## src/hw/rtl/bffla_pkg.sv

```systemverilog
// Shared types and codes for the best-fit free-list allocator.
// Used by the controller, the datapath and the top level.
`default_nettype none

package bffla_pkg;

  localparam int FIELD_W = 32;

  localparam logic [1:0] FN_ALLOC  = 2'd0;
  localparam logic [1:0] FN_FREE   = 2'd1;
  localparam logic [1:0] FN_REINIT = 2'd2;

  localparam logic [1:0] ST_OK         = 2'd0;
  localparam logic [1:0] ST_INVALID    = 2'd1;
  localparam logic [1:0] ST_NO_MEM     = 2'd2;
  localparam logic [1:0] ST_TABLE_FULL = 2'd3;

  typedef struct packed {
    logic [1:0]         func;
    logic [FIELD_W-1:0] block_size;
    logic [FIELD_W-1:0] alignment;
    logic [FIELD_W-1:0] block_offset;
  } req_t;

  typedef struct packed {
    logic [1:0]         status;
    logic [FIELD_W-1:0] granted_offset;
    logic [FIELD_W-1:0] granted_size;
    logic [FIELD_W-1:0] used_bytes;
  } rsp_t;

  typedef enum logic [2:0] {
    WSEL_COPY,
    WSEL_REINIT,
    WSEL_ALLOC_FRONT,
    WSEL_ALLOC_BACK,
    WSEL_MERGE_PREV,
    WSEL_FREE_NEW
  } wr_sel_t;

  typedef enum logic [1:0] {
    CNT_HOLD,
    CNT_INC,
    CNT_DEC,
    CNT_SET
  } count_op_t;

  typedef enum logic [1:0] {
    USED_HOLD,
    USED_ADD,
    USED_SUB,
    USED_CLEAR
  } used_op_t;

  typedef struct packed {
    logic      latch_req;
    logic      scan_clear;
    logic      scan_rd;
    logic      rd_en;
    logic      wr_en;
    wr_sel_t   wr_sel;
    logic      eval_en;
    logic      commit;
    count_op_t count_op;
    used_op_t  used_op;
    logic [1:0] status;
    logic      grant;
  } cmd_t;

  typedef struct packed {
    logic [1:0] func;
    logic       alloc_bad;
    logic       size_zero;
    logic       found;
    logic       front;
    logic       back;
    logic       mprev;
    logic       mnext;
    logic       full;
    logic       pipe_busy;
    logic       out_free;
  } stat_t;

endpackage

`default_nettype wire

```

## src/hw/rtl/bffla_ctrl.sv

```systemverilog
// Allocator controller: request sequencing, table scan and shift addressing.
// Uses bffla_pkg; drives the datapath through cmd_t, reads stat_t.
`default_nettype none

module bffla_ctrl #(
  parameter int MAX_RANGES = 64,
  parameter int AIW        = $clog2(MAX_RANGES),
  parameter int CW         = $clog2(MAX_RANGES + 1)
) (
  input  wire logic             clk,
  input  wire logic             rst,
  input  wire logic             req_valid,
  output logic                  req_stall,
  input  wire bffla_pkg::stat_t stat,
  input  wire logic [CW-1:0]    count,
  input  wire logic [AIW-1:0]   best_idx,
  input  wire logic [CW-1:0]    pos,
  output bffla_pkg::cmd_t       cmd,
  output logic      [AIW-1:0]   rd_addr,
  output logic      [AIW-1:0]   wr_addr
);
  import bffla_pkg::*;

  typedef enum logic [11:0] {
    S_IDLE   = 12'b000000000001,
    S_DECODE = 12'b000000000010,
    S_SCAN   = 12'b000000000100,
    S_EVAL   = 12'b000000001000,
    S_APPLY  = 12'b000000010000,
    S_SHL_RD = 12'b000000100000,
    S_SHL_WR = 12'b000001000000,
    S_SHR_RD = 12'b000010000000,
    S_SHR_WR = 12'b000100000000,
    S_WR_A   = 12'b001000000000,
    S_WR_B   = 12'b010000000000,
    S_FINISH = 12'b100000000000
  } state_t;

  state_t    state, state_next;
  logic [CW-1:0] j, j_next;
  logic [1:0]    status, status_next;
  count_op_t     count_op, count_op_next;
  used_op_t      used_op, used_op_next;
  logic          grant, grant_next;

  logic          is_alloc;
  logic [CW-1:0] j_inc, best_p1, pos_m1, shr_k;
  logic [CW:0]   j_p2;

  assign is_alloc = stat.func == FN_ALLOC;
  assign j_inc    = j + CW'(1);
  assign j_p2     = {1'b0, j} + (CW + 1)'(2);
  assign best_p1  = CW'(best_idx) + CW'(1);
  assign pos_m1   = pos - CW'(1);
  assign shr_k    = is_alloc ? best_p1 : pos;
  assign req_stall = state != S_IDLE;

  always_ff @(posedge clk) begin
    if (rst) begin
      state <= S_IDLE;
    end else begin
      state <= state_next;
    end
    j        <= j_next;
    status   <= status_next;
    count_op <= count_op_next;
    used_op  <= used_op_next;
    grant    <= grant_next;
  end

  always_comb begin
    state_next    = state;
    j_next        = j;
    status_next   = status;
    count_op_next = count_op;
    used_op_next  = used_op;
    grant_next    = grant;
    cmd           = '0;
    cmd.wr_sel    = WSEL_COPY;
    cmd.count_op  = CNT_HOLD;
    cmd.used_op   = USED_HOLD;
    rd_addr       = j[AIW-1:0];
    wr_addr       = j[AIW-1:0];

    case (state)
      S_IDLE: begin
        if (req_valid) begin
          cmd.latch_req = 1'b1;
          state_next    = S_DECODE;
        end
      end

      S_DECODE: begin
        j_next        = '0;
        status_next   = ST_INVALID;
        count_op_next = CNT_HOLD;
        used_op_next  = USED_HOLD;
        grant_next    = 1'b0;
        state_next    = S_FINISH;
        case (stat.func)
          FN_REINIT: begin
            cmd.wr_en     = 1'b1;
            cmd.wr_sel    = WSEL_REINIT;
            wr_addr       = '0;
            status_next   = ST_OK;
            count_op_next = CNT_SET;
            used_op_next  = USED_CLEAR;
          end
          FN_ALLOC: begin
            if (!stat.alloc_bad) begin
              cmd.scan_clear = 1'b1;
              state_next     = S_SCAN;
            end
          end
          FN_FREE: begin
            if (stat.size_zero) begin
              status_next = ST_OK;
            end else begin
              cmd.scan_clear = 1'b1;
              state_next     = S_SCAN;
            end
          end
          default: begin
            status_next = ST_INVALID;
          end
        endcase
      end

      S_SCAN: begin
        if (j < count) begin
          cmd.rd_en   = 1'b1;
          cmd.scan_rd = 1'b1;
          j_next      = j_inc;
        end else if (!stat.pipe_busy) begin
          state_next = S_EVAL;
        end
      end

      S_EVAL: begin
        cmd.eval_en = 1'b1;
        state_next  = S_APPLY;
      end

      S_APPLY: begin
        state_next    = S_FINISH;
        status_next   = ST_OK;
        count_op_next = CNT_HOLD;
        used_op_next  = is_alloc ? USED_ADD : USED_SUB;
        grant_next    = is_alloc;
        if (is_alloc) begin
          if (!stat.found) begin
            status_next  = ST_NO_MEM;
            used_op_next = USED_HOLD;
            grant_next   = 1'b0;
          end else begin
            case ({stat.front, stat.back})
              2'b00: begin
                count_op_next = CNT_DEC;
                j_next        = CW'(best_idx);
                if (best_p1 < count) begin
                  state_next = S_SHL_RD;
                end
              end
              2'b01: begin
                cmd.wr_en  = 1'b1;
                cmd.wr_sel = WSEL_ALLOC_BACK;
                wr_addr    = best_idx;
              end
              2'b10: begin
                cmd.wr_en  = 1'b1;
                cmd.wr_sel = WSEL_ALLOC_FRONT;
                wr_addr    = best_idx;
              end
              default: begin
                if (stat.full) begin
                  status_next  = ST_TABLE_FULL;
                  used_op_next = USED_HOLD;
                  grant_next   = 1'b0;
                end else begin
                  count_op_next = CNT_INC;
                  if (count > best_p1) begin
                    j_next     = count - CW'(1);
                    state_next = S_SHR_RD;
                  end else begin
                    state_next = S_WR_A;
                  end
                end
              end
            endcase
          end
        end else begin
          case ({stat.mprev, stat.mnext})
            2'b11: begin
              cmd.wr_en     = 1'b1;
              cmd.wr_sel    = WSEL_MERGE_PREV;
              wr_addr       = pos_m1[AIW-1:0];
              count_op_next = CNT_DEC;
              j_next        = pos;
              if (pos + CW'(1) < count) begin
                state_next = S_SHL_RD;
              end
            end
            2'b10: begin
              cmd.wr_en  = 1'b1;
              cmd.wr_sel = WSEL_MERGE_PREV;
              wr_addr    = pos_m1[AIW-1:0];
            end
            2'b01: begin
              cmd.wr_en  = 1'b1;
              cmd.wr_sel = WSEL_FREE_NEW;
              wr_addr    = pos[AIW-1:0];
            end
            default: begin
              if (stat.full) begin
                status_next  = ST_TABLE_FULL;
                used_op_next = USED_HOLD;
              end else begin
                count_op_next = CNT_INC;
                if (count > pos) begin
                  j_next     = count - CW'(1);
                  state_next = S_SHR_RD;
                end else begin
                  state_next = S_WR_A;
                end
              end
            end
          endcase
        end
      end

      S_SHL_RD: begin
        cmd.rd_en  = 1'b1;
        rd_addr    = j_inc[AIW-1:0];
        state_next = S_SHL_WR;
      end

      S_SHL_WR: begin
        cmd.wr_en  = 1'b1;
        cmd.wr_sel = WSEL_COPY;
        wr_addr    = j[AIW-1:0];
        j_next     = j_inc;
        state_next = (j_p2 < {1'b0, count}) ? S_SHL_RD : S_FINISH;
      end

      S_SHR_RD: begin
        cmd.rd_en  = 1'b1;
        rd_addr    = j[AIW-1:0];
        state_next = S_SHR_WR;
      end

      S_SHR_WR: begin
        cmd.wr_en  = 1'b1;
        cmd.wr_sel = WSEL_COPY;
        wr_addr    = j_inc[AIW-1:0];
        if (j == shr_k) begin
          state_next = S_WR_A;
        end else begin
          j_next     = j - CW'(1);
          state_next = S_SHR_RD;
        end
      end

      S_WR_A: begin
        cmd.wr_en = 1'b1;
        if (is_alloc) begin
          cmd.wr_sel = WSEL_ALLOC_BACK;
          wr_addr    = best_p1[AIW-1:0];
          state_next = S_WR_B;
        end else begin
          cmd.wr_sel = WSEL_FREE_NEW;
          wr_addr    = pos[AIW-1:0];
          state_next = S_FINISH;
        end
      end

      S_WR_B: begin
        cmd.wr_en  = 1'b1;
        cmd.wr_sel = WSEL_ALLOC_FRONT;
        wr_addr    = best_idx;
        state_next = S_FINISH;
      end

      S_FINISH: begin
        if (stat.out_free) begin
          cmd.commit   = 1'b1;
          cmd.count_op = count_op;
          cmd.used_op  = used_op;
          cmd.status   = status;
          cmd.grant    = grant;
          state_next   = S_IDLE;
        end
      end

      default: begin
        state_next = S_IDLE;
      end
    endcase
  end

endmodule

`default_nettype wire
```

## config.mk

```make
export PLATFORM = sky130hd
export DESIGN_NAME = bffla_ctrl
export DESIGN_NICKNAME = d
export VERILOG_FILES = /design/src/hw/rtl/bffla_pkg.sv /design/src/hw/rtl/bffla_ctrl.sv
export SDC_FILE = /design/constraint.sdc
export NUM_CORES = 1
export LEC_CHECK = 0
export BUFFER_PORTS_ARGS = -buffer_cell sky130_fd_sc_hd__buf_2
export CELL_PAD_IN_SITES_DETAIL_PLACEMENT = 2
export CELL_PAD_IN_SITES_GLOBAL_PLACEMENT = 2
export CORE_MARGIN = 8
export CORE_UTILIZATION = 34
export DETAILED_ROUTE_END_ITERATION = 8
export PLACE_DENSITY = 0.92
export SLEW_MARGIN = 5
export SYNTH_ARGS = -nofsm -noshare
export SYNTH_HDL_FRONTEND = slang
export SYNTH_SLANG_ARGS = --single-unit
```

## constraint.sdc

```tcl
create_clock -name clk -period 3.8 [get_ports clk]
set_clock_uncertainty 0.05 [all_clocks]
set_input_delay 0.76 -clock clk [delete_from_list [all_inputs] [get_ports clk]]
set_output_delay 0.76 -clock clk [all_outputs]
set_load 0.01 [all_outputs]
```

# --- Yosys cells after proc, flatten, opt, wreduce, memory -nomap -nowiden ---
# Cells that the tools add are included.
word_totals:
  output_inout_bits: 30
  ff_bits: 26
  input_bits: 35
  elab_cells: 153
op_classes:
  n_reduce_logical: 13
  mux: 87
  magnitude_cmp: 6
  n_addsub: 7
  n_eq_ne: 34
ops:
  columns: ["cell", "n"]
  rows:
  - ["two-way mux 12 bit", 14]
  - ["one-hot mux 12 bit (12 select lines)", 1]
  - ["one-hot mux 12 bit (2 select lines)", 3]
  - ["two-way mux 7 bit", 9]
  - ["two-way mux 6 bit", 6]
  - ["one-hot mux 7 bit (5 select lines)", 1]
  - ["two-way mux 10 bit", 3]
  - ["two-way mux 2 bit", 15]
  - ["one-hot mux 6 bit (5 select lines)", 1]
  - ["one-hot mux 7 bit (2 select lines)", 2]
  - ["one-hot mux 2 bit (2 select lines)", 6]
  - ["less-than comparator 7 bit", 3]
  - ["one-hot mux 4 bit (5 select lines)", 1]
  - ["two-way mux 8 bit", 2]
  - ["one-hot mux 4 bit (2 select lines)", 2]
  - ["adder 7 x 1 -> 7 bit, second input constant", 2]
  - ["greater-than comparator 7 bit", 2]
  - ["subtractor 7 x 1 -> 7 bit, second input constant", 2]
  - ["two-way mux 1 bit", 13]
  - ["== test 12 x 1 -> 1 bit, second input constant", 1]
  - ["== test 12 x 10 -> 1 bit, second input constant", 1]
  - ["== test 12 x 11 -> 1 bit, second input constant", 1]
  - ["== test 12 bit, second input constant", 1]
  - ["== test 12 x 2 -> 1 bit, second input constant", 1]
  - ["other kinds (30)", 54]

# --- Longest topological paths before layout ---
depth:
  depth_word: 8
  depth_mapped: 12
  depth_no_buf: 11

# --- Worst setup path before layout ---
# No wires, ideal clock.
synth_path:
  path_kind: "input port to flip-flop"
  startpoint: "input best_idx[0]"
  endpoint: "register j[0], enable pin"
  t_arrival_ps: 2796
  setup_slack_ps: 573
  setup_time_ps: 381
  cell_stages: 10
  n_path_buf: 0
  path_cell_list: "ha_1 and3_4 xnor2_1 ha_1 nand4_1 a21oi_1 o21ai_0 a21oi_1 nor3_1 a2111oi_2"
synth_between:
  elab_chain_len: 5
  word_cells_on_any_way: 7
synth_rtl:
  columns: ["element", "line_no", "source"]
  rows:
  - ["start: declaration", "bffla_ctrl.sv:16", "input wire logic [AIW-1:0] best_idx,"]
  - ["adder 6 x 1 -> 7 bit (*)", "bffla_ctrl.sv:53", "assign best_p1 = CW'(best_idx) + CW'(1);"]
  - ["branches (longest 3 deep; another with greater-than comparator 7 bit)", null, null]
  - ["AND reduction 10 bit (no line) (*)", null, null]
  - ["end signal: assignment", "bffla_ctrl.sv:64", "j <= j_next;"]
  - ["end: declaration", "bffla_ctrl.sv:40", "logic [CW-1:0] j, j_next;"]
# Every way passes the cells marked *.
# A chain may end at the register's enable or synchronous reset.

# --- Worst setup path after layout ---
layout_path:
  startpoint: "input stat[5] (netlist bit)"
  endpoint: "output wr_addr[4]"
layout_between:
  elab_chain_len: 6
  word_cells_on_any_way: 7
layout_rtl:
  columns: ["element", "line_no", "source"]
  rows:
  - ["start: declaration", "bffla_ctrl.sv:14", "input wire bffla_pkg::stat_t stat,"]
  - ["== test 2 bit or == test 2 x 1 -> 1 bit (tied branches)", "bffla_ctrl.sv:156", "case ({stat.front, stat.back})"]
  - ["OR reduction 2 bit (no line) (*)", null, null]
  - ["two-way mux 6 bit (*)", "bffla_ctrl.sv:156", null]
  - ["two-way mux 6 bit (*)", "bffla_ctrl.sv:151", "if (!stat.found) begin"]
  - ["two-way mux 6 bit (*)", "bffla_ctrl.sv:150", "if (is_alloc) begin"]
  - ["one-hot mux 6 bit (5 select lines) (*)", "bffla_ctrl.sv:85", "case (state)"]
  - ["end: declaration", "bffla_ctrl.sv:20", "output logic [AIW-1:0] wr_addr"]
# Every way passes the cells marked *; elsewhere a longest branch is shown, timed or not.

==> implementation parameters <==
Parameter                              Value

Critical path
  Worst Setup End Kind ... output pin
  Maximum fanout encountered on the critical timing path ... 8
  Crit path top cell by count ... sky130_fd_sc_hd__buf_2
  Series of cell instances along the critical path ... buf_2 > inv_1 > ha_1 > nand3_1 > nand2_1 > o221ai_1 > o22ai_1 > a21oi_1 > o311ai_0 > buf_2
  Slowest-stage cell, CP ... sky130_fd_sc_hd__ha_1
  Critical path's largest stage delay ... 0.33 ns
  Critical path arrival ... 2.75 ns
  Data required time at the worst endpoint ... 2.99 ns
  Setup crit start kind ... input pin
  Classification of the worst setup path ... input pin to output pin

Placement
  Number of cells in the design after placement ... 751
  Number of buffers inserted by port buffering ... 64
  Final RePlAce weighted congestion ... 0.922
  DP HPWL ... 15.0 mm
  Worst setup slack before clock tree synthesis ... 0.174 ns
  Post-detailed-placement cell area ... 0.00464 mm²

Global routing
  Wire length of the first global-routing pass ... 28.8 mm
  Global routing met3 resource utilization ... 0.0398
  Met1 track utilization from global routing ... 0.252
  Maximum number of pins on one net before global-route repair ... 28
  GRT Resource Usage Total ... 0.226
  Global route hottest layer ... met2
  Vias in the first global route ... 5297
  Global routing usage on met2 ... 0.404
  Antenna violations before repair ... 0
  Overflow after GRT ... 0

Timing
  Least-Margin Pin Slew ... 0.759 ns
  Remaining max-slew budget at the tightest pin ... 0.490
  Post-route fraction of the period consumed by the critical path ... 0.938
  Worst hold slack ... 0.624 ns
  Count of endpoints failing hold in the final timing report ... 0
  Unrepaired setup endpoints after global routing ... false
  Final setup violation count ... 0
  Final slew viol count ... 0
  Total Neg Setup Slack ... 0 ns
  Final Critical Period ... 3.56 ns
  Achievable frequency ... 0.281 GHz
  Final setup slack of the worst path ... 0.236 ns

Yosys
  Adder-cell share of the synthesized area ... 0.151
  Main combinational cell family by area after synthesis ... simple AND/OR/NAND/NOR gates
  Post-synthesis simple-gate area fraction ... 0.294
  Mapped Area ... 0.00415 mm²
  Count of distinct cell types in the synthesized netlist ... 66
  Fraction of post-synthesis cell area in the top cell type by area ... 0.151
  Synthesized area divided by synthesized cell count ... 7.50 µm²
  FFs w/ async S/R, synth ... 0
  Xor and xnor area share after synthesis ... 0.0845
  Number of cells produced by synthesis ... 553
  Multiplexer fraction of the synthesized cell area ... 0.00815
  Warning count from the yosys run ... 0
  Yosys top cell by area ... sky130_fd_sc_hd__ha_1
  Post-synthesis compound-gate area fraction ... 0.238
  Net Count, Synth ... 638
  Synth area leaders ... sky130_fd_sc_hd__ha_1 (15%), sky130_fd_sc_hd__edfxtp_1 (10%), sky130_fd_sc_hd__dfxtp_1 (5.8%), sky130_fd_sc_hd__xnor2_1 (5.5%), sky130_fd_sc_hd__nor2_1 (4.1%)
  Flip-flop and latch count after synthesis ... 26
  Number of synthesized flops with an enable pin ... 14
  Share of synthesized area occupied by flip-flops and latches ... 0.159
  Most used DFF post-synth ... sky130_fd_sc_hd__edfxtp_1

Clocking
  Clock buffers created by TritonCTS ... 3
  CTS max path bufs ... 2
  Clk sinks ... 26
  Clock tree from TritonCTS ... built
  Post-CTS Hold Buffers ... 0
  CTS HTree Levels ... 1
  Clk pin slew, worst setup/hold paths ... 0.07 ns
  Worst-skew pair later-pin latency ... 0.27 ns
  Root Driver ... sky130_fd_sc_hd__clkbuf_16

Detailed routing
  Number of DRC markers in iteration 0 ... 273
  Via density per instance ... 6.35
  Vias post-DR ... 4797
  Avg WL per Cell ... 24.8 µm
  Pre-Repair DR Iteration Count ... 5
  Antenna violation net count after detailed routing ... 0
  Drt total wl ... 18.7 mm
  DRC Markers ... 0

Finish
  Number of cells in the finished layout apart from fillers ... 755
  Commonest non-fill, non-tap cell in the layout ... sky130_fd_sc_hd__buf_2
  Total area of multi-input combinational cells ... 0.00322 mm²
  Layout cells sized above 1 ... 0.173
  Diode count ... 0
  Leading cell types in the layout, fill and taps excluded ... sky130_fd_sc_hd__buf_2 (64), sky130_fd_sc_hd__ha_1 (50), sky130_fd_sc_hd__nor2_1 (44)
  Sequential cell area in the final layout ... 661 µm²
  Number of fill cells ... 1403
  Total non-filler cell area in the finished layout ... 0.00474 mm²
  Final Net Count ... 694
  Layout overhead on the synthesized area ... 14.4%

Floorplanning
  Total core area ... 0.0120 mm²
  Overall die area ... 0.0160 mm²
  Placement Rows ... 40
  Starting Density ... 0.347
  # IOs ... 65
  Die Ht ... 126 µm
  Die width ... 126 µm

Run status
  Status ... completed

Pwr
  Max rail drop VDD ... 0.000145 V
  Cell area power density ... 205 mW/mm²
  Cell leakage power ... 2.09 nW

Worst hold path
  Class of the most critical hold timing path ... flip-flop to flip-flop

Flow run
  Max-cap violations ... 0
==> sequential cells by signal, indices dropped and copies added, names as in the netlist <==
signal,flops
j,7
count_op,2
state,12
status,2
grant,1
used_op,2
==> stage by stage <==
step | utilization | power (mW)
global route | 0.396 | 1.01
floorplan | - | 0.537
finish | 0.396 | 0.974
detailed placement | 0.388 | 0.674
CTS | 0.396 | 0.971
global placement | 0.388 | 0.649
==> Yosys cell counts, types with 4 or more instances <==
master / number
sky130_fd_sc_hd__xor2_1: 14
sky130_fd_sc_hd__edfxtp_1: 14
sky130_fd_sc_hd__o21ai_0: 31
sky130_fd_sc_hd__buf_2: 5
sky130_fd_sc_hd__and2_1: 10
sky130_fd_sc_hd__ha_1: 50
sky130_fd_sc_hd__dfxtp_1: 12
sky130_fd_sc_hd__o221ai_1: 7
sky130_fd_sc_hd__a221oi_1: 9
sky130_fd_sc_hd__nor2_1: 45
sky130_fd_sc_hd__xnor2_1: 26
sky130_fd_sc_hd__clkbuf_1: 18
sky130_fd_sc_hd__a211oi_1: 7
sky130_fd_sc_hd__nand2_1: 43
sky130_fd_sc_hd__a21oi_1: 32
sky130_fd_sc_hd__inv_1: 37
sky130_fd_sc_hd__and3_1: 16
sky130_fd_sc_hd__nand3_1: 31
sky130_fd_sc_hd__nor4_1: 8
sky130_fd_sc_hd__o22ai_1: 14
sky130_fd_sc_hd__nand4_1: 6
sky130_fd_sc_hd__nor3_1: 14
sky130_fd_sc_hd__a21o_1: 4
sky130_fd_sc_hd__nand2b_1: 9
sky130_fd_sc_hd__and3_4: 4
sky130_fd_sc_hd__nor2b_1: 9
==> cell type report <==
cell class	instances	area share
Multi-Input combinational cell	461	0.679
Sequential cell	26	0.139
Inverter	37	0.0293
Tap cell	147	0.0388
Clock buffer	4	0.0211
Timing Repair Buffer	80	0.0929
==> layer usage <==
metal,up-vias,share of wire
li1,2160,-
met1,2409,0.41
met2,178,0.49
met3,50,0.054
met4,0,0.047
met5,-,0
==> report_power, final <==
part	switching (mW)	total, mW	internal, mW	leakage, nW
clock	0.115	0.299	0.184	0.0493
sequential	0.0124	0.313	0.301	0.226
combinational	0.229	0.362	0.132	1.81
total	0.357	0.974	0.617	2.09
==> final timing paths <==
kind | start | cells after the start | endpoint | slack, ns
hold / removal | state[5]$_SDFFE_PP0P_ | 2 | state[6]$_SDFFE_PP0P_ | 0.62
setup reg to reg | j[1]$_DFFE_PP_ | 9 | j[5]$_DFFE_PP_ | 0.74
hold reg to reg | state[5]$_SDFFE_PP0P_ | 2 | state[6]$_SDFFE_PP0P_ | 0.62
setup / recovery | stat[5] | 10 | wr_addr[4] | 0.24
==> cells by family (layout without fill, tap and decap cells) <==
| group | count (synthesis) | after routing |
|---|---|---|
| AO/OA/AOI/OAI | 146 | 146 |
| XOR/XNOR | 40 | 40 |
| adder cells (fa/ha/maj) | 50 | 50 |
| buffers and inverters | 66 | 121 |
| flip-flops | 26 | 26 |
| multiplexers | 3 | 3 |
| AND/OR/NAND/NOR | 222 | 222 |
==> worst max-delay path: cells and delay by family <==
kind	cells	cell delay [ns]
AOI/OAI and AO/OA	4	0.78
adders and majority gates	1	0.33
and+or+nand+nor	2	0.52
buffers and inverters	3	0.35
==> what timing repair did <==
item	in CTS	in global routing
buffers inserted	0	0
setup endpoints to repair	0	1
resized for setup	0	1
Note: power is estimated with default switching activity, not from simulation.
